<file path="src/rtl/dss_pkg.sv">
// Shared constants and types for the delimiter split stream block.
`default_nettype none
package dss_pkg;

   // Window geometry
   localparam int DELIM_MAX = 8;
   localparam int LEN_CAP   = (DELIM_MAX < 8) ? DELIM_MAX : 8;
   localparam int CNT_W     = $clog2(DELIM_MAX + 1);
   localparam int DROP_W    = (DELIM_MAX > 1) ? $clog2(DELIM_MAX) : 1;

   // Field and register widths
   localparam int BYTE_W = 8;
   localparam int LEN_W  = 4;
   localparam int DATA_W = 64;

   // Register indexes
   localparam logic CSR_IDX_LEN   = 1'b0;
   localparam logic CSR_IDX_BYTES = 1'b1;

   // Register reset values
   localparam logic [LEN_W-1:0]  LEN_RESET   = 4'd1;
   localparam logic [DATA_W-1:0] BYTES_RESET = 64'd44;

   localparam logic [BYTE_W-1:0] NEWLINE_BYTE = 8'd10;

   // Per-cell control: take the appended byte, shift toward cell 0
   typedef struct packed {
      logic load;
      logic shift;
   } cell_ctrl_type;

endpackage
`default_nettype wire

</file>
<file path="src/rtl/dss_cell.sv">
// One window cell: holds a byte, compares it with its delimiter byte, shifts left.
`default_nettype none
module dss_cell (
   input  wire logic                         clock,
   input  wire dss_pkg::cell_ctrl_type       ctrl,
   input  wire logic [dss_pkg::BYTE_W-1:0]   app_byte,
   input  wire logic [dss_pkg::BYTE_W-1:0]   right_byte,
   input  wire logic [dss_pkg::BYTE_W-1:0]   delim_byte,
   output logic      [dss_pkg::BYTE_W-1:0]   cur_byte,
   output logic                              hit
);

   logic [dss_pkg::BYTE_W-1:0] byte_ff;
   logic [dss_pkg::BYTE_W-1:0] byte_in;

   // Byte as seen this cycle, with an incoming append folded in
   assign cur_byte = ctrl.load ? app_byte : byte_ff;
   assign hit      = (cur_byte == delim_byte);
   assign byte_in  = ctrl.shift ? right_byte : cur_byte;

   always_ff @(posedge clock) begin
      byte_ff <= byte_in;
   end

endmodule
`default_nettype wire

</file>
<file path="src/rtl/delimiter_split_stream.sv">
// Throughput: one byte per cycle while the output is free; a match ending the
// window owes its newline, sent as the next byte is taken into the append phase.
// After a last beat the window drains one byte per cycle while the output is
// free, then the closing newline. A shorter delimiter length re-scans the held
// window one step per cycle while the output is free, then drops each match.
// Reset is synchronous: window empty, no newline owed, delim_len 1, delim_bytes 44.
`default_nettype none
module delimiter_split_stream (
   input  wire logic                          clock,
   input  wire logic                          reset,
   // Configuration
   input  wire logic                          csr_we,
   input  wire logic                          csr_index,
   input  wire logic [dss_pkg::DATA_W-1:0]    csr_wdata,
   // Input beats
   input  wire logic                          req_valid,
   output logic                               req_stall,
   input  wire logic [dss_pkg::BYTE_W-1:0]    req_in_byte,
   input  wire logic                          req_in_last,
   // Result beats
   output logic                               rsp_valid,
   input  wire logic                          rsp_stall,
   output logic      [dss_pkg::BYTE_W-1:0]    rsp_out_byte,
   output logic                               rsp_out_last
);

   localparam int CW = dss_pkg::CNT_W;
   localparam int DW = dss_pkg::DROP_W;
   localparam int NC = dss_pkg::DELIM_MAX;

   // Sequencer codes
   localparam logic [2:0] PH_IDLE   = 3'd0;
   localparam logic [2:0] PH_APPEND = 3'd1;
   localparam logic [2:0] PH_SCAN   = 3'd2;
   localparam logic [2:0] PH_DROP   = 3'd3;
   localparam logic [2:0] PH_FLUSH  = 3'd4;
   localparam logic [2:0] PH_CLOSE  = 3'd5;

   // Registers
   logic [dss_pkg::LEN_W-1:0]  csr_len_ff,   csr_len_in;
   logic [dss_pkg::DATA_W-1:0] csr_bytes_ff, csr_bytes_in;
   logic [2:0]                 phase_ff,     phase_in;
   logic [CW-1:0]              count_ff,     count_in;
   logic                       owed_ff,      owed_in;
   logic                       last_ff,      last_in;
   logic [dss_pkg::BYTE_W-1:0] hold_ff,      hold_in;
   logic [DW-1:0]              drop_ff,      drop_in;
   logic                       rsp_valid_ff, rsp_valid_in;
   logic [dss_pkg::BYTE_W-1:0] rsp_byte_ff,  rsp_byte_in;
   logic                       rsp_last_ff,  rsp_last_in;

   // Datapath signals
   logic [dss_pkg::LEN_W-1:0]  len_sat;
   logic [CW-1:0]              eff_len;
   logic                       out_free;
   logic                       req_accept;
   logic                       app;
   logic                       scan_go;
   logic                       item_last;
   logic [dss_pkg::BYTE_W-1:0] app_byte;
   logic [CW-1:0]              vcount;
   logic                       win_match;
   logic                       shift;
   logic                       emit;
   logic [dss_pkg::BYTE_W-1:0] emit_byte;
   logic                       emit_last;

   dss_pkg::cell_ctrl_type     cell_ctrl [NC];
   logic [dss_pkg::BYTE_W-1:0] vbyte     [NC];
   logic [NC-1:0]              hit;

   // Phase after the window has been updated to c bytes
   function automatic logic [2:0] next_phase(input logic [CW-1:0] c,
                                             input logic          lst,
                                             input logic [CW-1:0] len);
      logic [2:0] ph;
      if (c >= len) begin
         ph = PH_SCAN;
      end else if (lst) begin
         ph = (c != '0) ? PH_FLUSH : PH_CLOSE;
      end else begin
         ph = PH_IDLE;
      end
      return ph;
   endfunction

   // Effective delimiter length: zero reads as one, saturate at the cap
   always_comb begin
      if (csr_len_ff == '0) begin
         len_sat = dss_pkg::LEN_W'(1);
      end else if (csr_len_ff > dss_pkg::LEN_W'(dss_pkg::LEN_CAP)) begin
         len_sat = dss_pkg::LEN_W'(dss_pkg::LEN_CAP);
      end else begin
         len_sat = csr_len_ff;
      end
   end
   assign eff_len = CW'(len_sat);

   // Config writes
   always_comb begin
      csr_len_in   = csr_len_ff;
      csr_bytes_in = csr_bytes_ff;
      if (csr_we) begin
         unique case (csr_index)
            dss_pkg::CSR_IDX_LEN:   csr_len_in   = csr_wdata[dss_pkg::LEN_W-1:0];
            dss_pkg::CSR_IDX_BYTES: csr_bytes_in = csr_wdata;
            default:                csr_len_in   = csr_len_ff;
         endcase
      end
   end

   // Handshake and step enables
   assign out_free   = !rsp_valid_ff || !rsp_stall;
   assign req_stall  = !((phase_ff == PH_IDLE) && out_free);
   assign req_accept = req_valid && !req_stall;
   assign app        = (req_accept && !owed_ff) || ((phase_ff == PH_APPEND) && out_free);
   assign scan_go    = app || ((phase_ff == PH_SCAN) && out_free);
   assign item_last  = (phase_ff == PH_IDLE) ? req_in_last : last_ff;
   assign app_byte   = (phase_ff == PH_IDLE) ? req_in_byte : hold_ff;
   assign vcount     = count_ff + CW'(app);

   // Row of window cells; cell 0 is the oldest byte
   for (genvar i = 0; i < NC; i++) begin : g_cell
      logic [dss_pkg::BYTE_W-1:0] right_byte;
      logic [dss_pkg::BYTE_W-1:0] delim_byte;

      if (i == NC - 1) begin : g_end
         assign right_byte = '0;
      end else begin : g_mid
         assign right_byte = vbyte[i+1];
      end

      if (i < 8) begin : g_dbyte
         assign delim_byte = csr_bytes_ff[8*i +: 8];
      end else begin : g_nobyte
         assign delim_byte = '0;
      end

      assign cell_ctrl[i].load  = app && (count_ff == CW'(i));
      assign cell_ctrl[i].shift = shift;

      dss_cell u_cell (
         .clock      (clock),
         .ctrl       (cell_ctrl[i]),
         .app_byte   (app_byte),
         .right_byte (right_byte),
         .delim_byte (delim_byte),
         .cur_byte   (vbyte[i]),
         .hit        (hit[i])
      );
   end

   // Delimiter compare over the first eff_len cells
   always_comb begin
      win_match = 1'b1;
      for (int i = 0; i < NC; i++) begin
         if ((CW'(i) < eff_len) && !hit[i]) begin
            win_match = 1'b0;
         end
      end
   end

   // Sequencer
   always_comb begin
      phase_in  = phase_ff;
      count_in  = count_ff;
      owed_in   = owed_ff;
      last_in   = last_ff;
      hold_in   = hold_ff;
      drop_in   = drop_ff;
      shift     = 1'b0;
      emit      = 1'b0;
      emit_byte = vbyte[0];
      emit_last = 1'b0;

      unique case (phase_ff)
         PH_IDLE: begin
            if (req_accept) begin
               last_in = req_in_last;
               // Owed newline goes first; the byte is held and appended in the append phase
               if (owed_ff) begin
                  emit      = 1'b1;
                  emit_byte = dss_pkg::NEWLINE_BYTE;
                  owed_in   = 1'b0;
                  hold_in   = req_in_byte;
                  phase_in  = PH_APPEND;
               end
            end
         end
         PH_APPEND, PH_SCAN: begin
         end
         PH_DROP: begin
            // Rest of a match removed one byte per cycle
            shift    = 1'b1;
            count_in = count_ff - CW'(1);
            drop_in  = drop_ff - DW'(1);
            if (drop_ff == DW'(1)) begin
               phase_in = next_phase(count_ff - CW'(1), item_last, eff_len);
            end
         end
         PH_FLUSH: begin
            if (out_free) begin
               emit     = 1'b1;
               shift    = 1'b1;
               count_in = count_ff - CW'(1);
               if (count_ff == CW'(1)) begin
                  phase_in = PH_CLOSE;
               end
            end
         end
         PH_CLOSE: begin
            if (out_free) begin
               emit      = 1'b1;
               emit_byte = dss_pkg::NEWLINE_BYTE;
               emit_last = 1'b1;
               count_in  = '0;
               owed_in   = 1'b0;
               phase_in  = PH_IDLE;
            end
         end
         default: phase_in = PH_IDLE;
      endcase

      // One scan step over the window, appended byte included
      if (scan_go) begin
         if (vcount >= eff_len) begin
            if (win_match) begin
               if (vcount == eff_len) begin
                  count_in = '0;
                  owed_in  = 1'b1;
                  phase_in = next_phase('0, item_last, eff_len);
               end else begin
                  emit      = 1'b1;
                  emit_byte = dss_pkg::NEWLINE_BYTE;
                  shift     = 1'b1;
                  count_in  = vcount - CW'(1);
                  if (eff_len > CW'(1)) begin
                     drop_in  = DW'(eff_len - CW'(1));
                     phase_in = PH_DROP;
                  end else begin
                     phase_in = next_phase(vcount - CW'(1), item_last, eff_len);
                  end
               end
            end else begin
               emit     = 1'b1;
               shift    = 1'b1;
               count_in = vcount - CW'(1);
               phase_in = next_phase(vcount - CW'(1), item_last, eff_len);
            end
         end else begin
            count_in = vcount;
            phase_in = next_phase(vcount, item_last, eff_len);
         end
      end
   end

   // Output register
   always_comb begin
      rsp_valid_in = out_free ? emit : rsp_valid_ff;
      rsp_byte_in  = emit ? emit_byte : rsp_byte_ff;
      rsp_last_in  = emit ? emit_last : rsp_last_ff;
   end

   // Control state
   always_ff @(posedge clock) begin
      if (reset) begin
         csr_len_ff   <= dss_pkg::LEN_RESET;
         csr_bytes_ff <= dss_pkg::BYTES_RESET;
         phase_ff     <= PH_IDLE;
         count_ff     <= '0;
         owed_ff      <= 1'b0;
         rsp_valid_ff <= 1'b0;
      end else begin
         csr_len_ff   <= csr_len_in;
         csr_bytes_ff <= csr_bytes_in;
         phase_ff     <= phase_in;
         count_ff     <= count_in;
         owed_ff      <= owed_in;
         rsp_valid_ff <= rsp_valid_in;
      end
   end

   // Payload
   always_ff @(posedge clock) begin
      last_ff     <= last_in;
      hold_ff     <= hold_in;
      drop_ff     <= drop_in;
      rsp_byte_ff <= rsp_byte_in;
      rsp_last_ff <= rsp_last_in;
   end

   assign rsp_valid    = rsp_valid_ff;
   assign rsp_out_byte = rsp_byte_ff;
   assign rsp_out_last = rsp_last_ff;

`ifndef NO_ASSERTIONS
   // Window never holds more bytes than it has cells
   a_count_range: assert property (@(posedge clock) disable iff (reset)
      count_ff <= CW'(NC))
      else $error("window count out of range");

   // The closing beat is always a newline
   a_last_newline: assert property (@(posedge clock) disable iff (reset)
      (rsp_valid && rsp_out_last) |-> (rsp_out_byte == dss_pkg::NEWLINE_BYTE))
      else $error("closing beat is not a newline");

   // Closing newline leaves an empty window with nothing owed
   a_close_clears: assert property (@(posedge clock) disable iff (reset)
      (phase_ff == PH_CLOSE && out_free) |=> (count_ff == '0 && !owed_ff
                                               && phase_ff == PH_IDLE))
      else $error("text end did not clear the window");

   // Drop phase always has bytes left to remove
   a_drop_nonzero: assert property (@(posedge clock) disable iff (reset)
      (phase_ff == PH_DROP) |-> (drop_ff != '0 && count_ff != '0))
      else $error("drop phase with nothing to drop");
`endif

endmodule
`default_nettype wire

</file>
<file path="config.mk">
export PLATFORM = sky130hd
export DESIGN_NAME = delimiter_split_stream
export DESIGN_NICKNAME = d
export VERILOG_FILES = /design/src/rtl/dss_pkg.sv /design/src/rtl/dss_cell.sv /design/src/rtl/delimiter_split_stream.sv
export SDC_FILE = /design/constraint.sdc
export NUM_CORES = 1
export LEC_CHECK = 0
export ABC_AREA = 1
export BUFFER_PORTS_ARGS = -buffer_cell sky130_fd_sc_hd__buf_2
export CORE_MARGIN = 5
export CORE_UTILIZATION = 39
export CTS_BUF_LIST = sky130_fd_sc_hd__clkbuf_8
export DETAILED_ROUTE_END_ITERATION = 7
export PLACE_DENSITY = 0.68
export SLEW_MARGIN = 20
export SYNTH_ARGS = -nofsm -noshare
export SYNTH_HDL_FRONTEND = slang
export SYNTH_HIERARCHICAL = 1
export SYNTH_SLANG_ARGS = --single-unit
</file>
<file path="constraint.sdc">
create_clock -name clock -period 11.6 [get_ports clock]
set_input_delay 2.32 -clock clock [delete_from_list [all_inputs] [get_ports clock]]
set_output_delay 2.32 -clock clock [all_outputs]
set_load 0.03 [all_outputs]
</file>
# After elaboration in Yosys (flattened, before gate mapping)
# Index checks and enable logic that the tools add are counted.
# op_classes
n_reduce_logical	51
n_eq_ne	29
bitwise_logic	1
add_sub_neg	5
mux	90
n_lt_le_gt_ge	14
# ops
op	count
$mux 8	23
$mux 3	24
$eq 8x8->1	8
$mux 4	8
$mux 1	29
$logic_and 1x1->1	21
$ne 3x3->1 const B	6
$eq 4x3->1 const B	4
$lt 3x4->1 const A	4
$pmux 8 s2	1
$reduce_bool 4->1	4
$pmux 3 s5	1
$ge 4x4->1	3
$logic_not 1->1	12
$pmux 4 s3	1
$eq 4x2->1 const B	2
$logic_not 4->1	2
$lt 1x4->1 const A	2
$lt 2x4->1 const A	2
$sub 4x1->4 const B	2
$reduce_and 7->1	1
$eq 3x1->1 const B	2
$eq 3x2->1 const B	2
$eq 3x3->1 const B	2
15 further kinds	24
# totals
out_inout_bits	11
register_bits	162
elab_cells	209
in_bits	79

# Depth between registers and ports, before layout
# depth
depth_word	23
ltp_mapped	31
ltp_nobuf	30

# Hierarchy
# The synthesis kept the hierarchy.
# by_module_without_submodules
mod	cells_each	seq_area_each_um2	instances	area_each_um2
delimiter_split_stream	653	2142.1	1	4867.2
dss_cell	99	160.2	8	578.1

# Worst setup path before layout
# OpenSTA, ideal clock, no wires.
# synth_path
path_kind	in2reg
from	in rsp_stall
to	reg g_cell[0].u_cell/byte_ff[5] in the netlist's numbering
required_ps	11526
n_path_buf	1
setup_slack_ps	6026
t_arrival_ps	5500
setup_ps	74
stages	22
cell_sequence	nand2_1 > nand3_4 > nor2_1 > a31oi_1 > inv_1 > ha_1 > ha_1 > nand2_1 > nand2_1 > ha_1 > nand2_1 > inv_1 > a21boi_0 > nand2_1 > nand2_4 > inv_2 > nand2_2 > nand3_1 > inv_1 > buf_2 > nor2_1 > a31oi_1
# synth_lines
element	line	text
start: declaration	delimiter_split_stream.sv:22	input wire logic rsp_stall,
end signal: assignment	dss_cell.sv:22	byte_ff <= byte_in;
end: declaration	dss_cell.sv:13	logic [dss_pkg::BYTE_W-1:0] byte_ff;

==> flow_summary_export.csv <==
group,metric,value,unit
sta,rsz0062_at_grt,"no",
global_routing,grt.total_usage,18.2,%
sta,maxSlewViolCount,0,
final_layout,layout-area-overhead-vs-synth,11.9,%
synth,mappedNetlistArea,9490,um2
floorplan,i_o_pins,90,
synth,netlist-cell-type-count,40,
flow_run,max_cap_viol_count,0,
setup_path,timing.critical_path.arrival,6.84,ns
synth,ys_flop_type,"dfxtp_1",
synth,synthesis.yosys.warnings,6,
clock_network,ctsLongestPathBuffers,2,
placement,hpwl,18500,um
floorplan,dieWidth,166,um
clock_network,clock_sinks,162,
setup_path,cp-start-kind,"input port",
floorplan,die_height,166,um
hold_path,min-delay-path-class,"register to register",
sta,fin_skew,0.0156,ns
clock_network,cts_repair_resize_count,0,
synth,synthTopCellsByArea,"dfxtp_1 30%, nand2_1 15%, nor2_1 10%",
clock_network,clockRootBuffer,"clkbuf_8",
final_layout,final_util,43.9,%
synth,synth.yosys.seq_area_share,36.1,%
setup_path,timing.setup.critical_path_class,"input port to register",
global_routing,grt_remaining_overflow,0,
route,drt_iter0_drcs,686,
synth,synthDominantAreaCellType,"dfxtp_1",
global_routing,grt_max_degree,76,
final_layout,n_antenna_cell,0,
sta,tightest_pin_transition,1.08,ns
route,route.detailed.wl_per_inst,13.6,um
sta,slew_headroom,27.8,%
status,status,"finished, final reports clean",
setup_path,cp_data_required_time,12.01,ns
synth,synth_largest_type_area_fraction,30.4,%
setup_path,cp_slowest_stage_delay,0.78,ns
clock_network,cts_hold_buf,0,
route,route.vias.total,9061,
route,detail_route.wirelength,25400,um
power,ir_drop,0.139,mV
power,pwr_dens,255,nW/um2
final_layout,final_layout_size_suffix_gt1_share,16.5,%
synth,synth.most_common_cell,"nand2_1",
synth,gate_count_of_the_mapped_netlist,1445,
sta,finalSetupViolCount,0,
global_routing,antenna_found_initial,0,
power,cell_leakage_power,5.29,nW
setup_path,cpMaxStageDelayCell,"nor3_2",
sta,finalCritPeriodShare,55.4,%
clock_network,cts-buffers-inserted,17,
sta,fin_tns_setup,0,ns
clock_network,clk_latency,0.48,ns
placement,place.gp.congestion,0.876,
placement,buffer_ports.inserted,89,
clock_network,cts_htree_levels,4,
floorplan,initial_core_util,39.3,%
synth,synth.top_cells.by_count,"390 x nand2_1, 257 x nor2_1, 157 x inv_1, 144 x dfxtp_1, 91 x nand3_1",
sta,min_period,6.43,ns
global_routing,number_of_global_route_vias_before_repair,8408,
setup_path,maximum_fanout_count_along_the_critical_path,16,
setup_path,setup.worst_path.end_class,"register",
sta,max_freq,0.155,GHz
clock_network,post_cts.repair.setup_buffers,0,
route,firstDrtPassIters,5,
floorplan,dieArea,27600,um2
global_routing,global_route_wire_length_before_repair,41600,um
clock_network,clk_pin_slew,0.10,ns
setup_path,crit_path_top_cell_by_count,"nand2_1",
final_layout,fillerInstances,2522,
sta,hold_viol_final,0,
route,ant_nets,0,
floorplan,std_cell_rows,57,
final_layout,nNetsFinal,1638,
synth,synthArstFlopShare,0,%
clock_network,cts_tree,"yes",
route,avgViaCountPerCell,4.85,
synth,number_of_flops_mapped_to_enable_cells_by_yosys,18,
floorplan,placeableCoreArea,24200,um2
synth,yosys_register_bits,162,
route,post-route-drc-count,0,
synth,synthesis.area_per_instance,6.57,um2
[per-stage QoR]
step           worst slack, ns  instances  area, um2  total power (W)  hold slack (ns)
2_1_floorplan             6.03       1452       9520          0.00196            0.424
3_3_place_gp              4.64       1835      10200          0.00227            0.437
3_5_place_dp              4.51       1835      10200          0.00230            0.440
4_1_cts                   5.01       1867      10600          0.00271            0.465
5_1_grt                   4.74       1867      10600          0.00295            0.509
6_report                  5.17       1867      10600          0.00271            0.461
[registers in the layout, summed over array words and instances (netlist names), 3 cells and up]
signal	count
phase_ff	3
count_ff	4
rsp_out_byte	8
hold_ff	8
csr_len_ff	4
csr_bytes_ff	64
g_cell.u_cell/byte_ff	64
drop_ff	3
[per-layer routing]
metal  track usage [%]  part of all wire (%)  vias to the layer above
li1                  -                     -                     4743
met1              24.9                    49                     4049
met2              29.6                    45                      242
met3              3.48                   5.5                       27
met4              4.48                   1.4                        0
met5                 0                     0                        -
[area by class of cell]
type	instances	area, um2	share of cell area [%]
Clock buffer	17	234	2.20
Clock inverter	15	133	1.25
Inverter	178	669	6.30
Multi-Input combinational cell	1073	5240	49.4
Sequential cell	162	3420	32.2
Tap cell	324	405	3.82
Timing Repair Buffer	98	513	4.83
[report_power, final]
| part | internal [W] | switching, W |
|---|---|---|
| combinational | 0.000457 | 0.00103 |
| clock | 0.000172 | 0.000234 |
| sequential | 0.000746 | 0.0000707 |
[critical path, delay by kind of cell]
family / cells / cell delay, ns
compound gates: 2 / 0.22
buf+inv: 7 / 1.28
simple gates: 20 / 3.00
[logic make-up (layout without fill, tap and decap cells)]
family	count (synthesis)	after routing	synth area share [%]
other	1	8	0.0395
adders and majority gates	29	29	3.82
and+or+nand+nor	852	852	39.4
DFF	162	162	36.1
AOI/OAI and AO/OA	178	178	10.7
xor gates and xnor gates	6	6	0.633
buffers and inverters	217	308	9.35
[worst paths after layout]
kind	depth (start not counted)	slack, ns	startpoint	end
max	29	5.17	rsp_stall	g_cell[1].u_cell/byte_ff[2]
min	2	0.46	csr_len_ff[0]	csr_len_ff[0]
max reg2reg	30	6.54	phase_ff[0]	g_cell[1].u_cell/byte_ff[2]
min reg2reg	2	0.46	csr_len_ff[0]	csr_len_ff[0]
[cells in the final DEF (no fill, tap or decap), types with 3 or more instances in the layout]
cell | netlist | layout
inv_6 | 0 | 4
nor2_2 | 3 | 4
buf_4 | 0 | 9
clkbuf_8 | 0 | 17
ha_1 | 29 | 29
o21ai_0 | 76 | 76
inv_2 | 21 | 21
clkinv_4 | 0 | 3
clkinv_2 | 0 | 3
edfxtp_1 | 18 | 18
nor3_2 | 0 | 6
nor2_1 | 257 | 256
nand3b_1 | 11 | 11
nand2_4 | 19 | 19
nor3_1 | 12 | 6
nand2_1 | 390 | 389
o21ai_1 | 6 | 6
buf_2 | 10 | 89
a31oi_1 | 65 | 65
xor2_1 | 3 | 3
conb_1 | 1 | 8
dfxtp_1 | 144 | 144
nand3_1 | 91 | 91
a21oi_1 | 19 | 19
nand2_2 | 62 | 63
inv_1 | 157 | 157
Power figures use the tool's default switching activity.
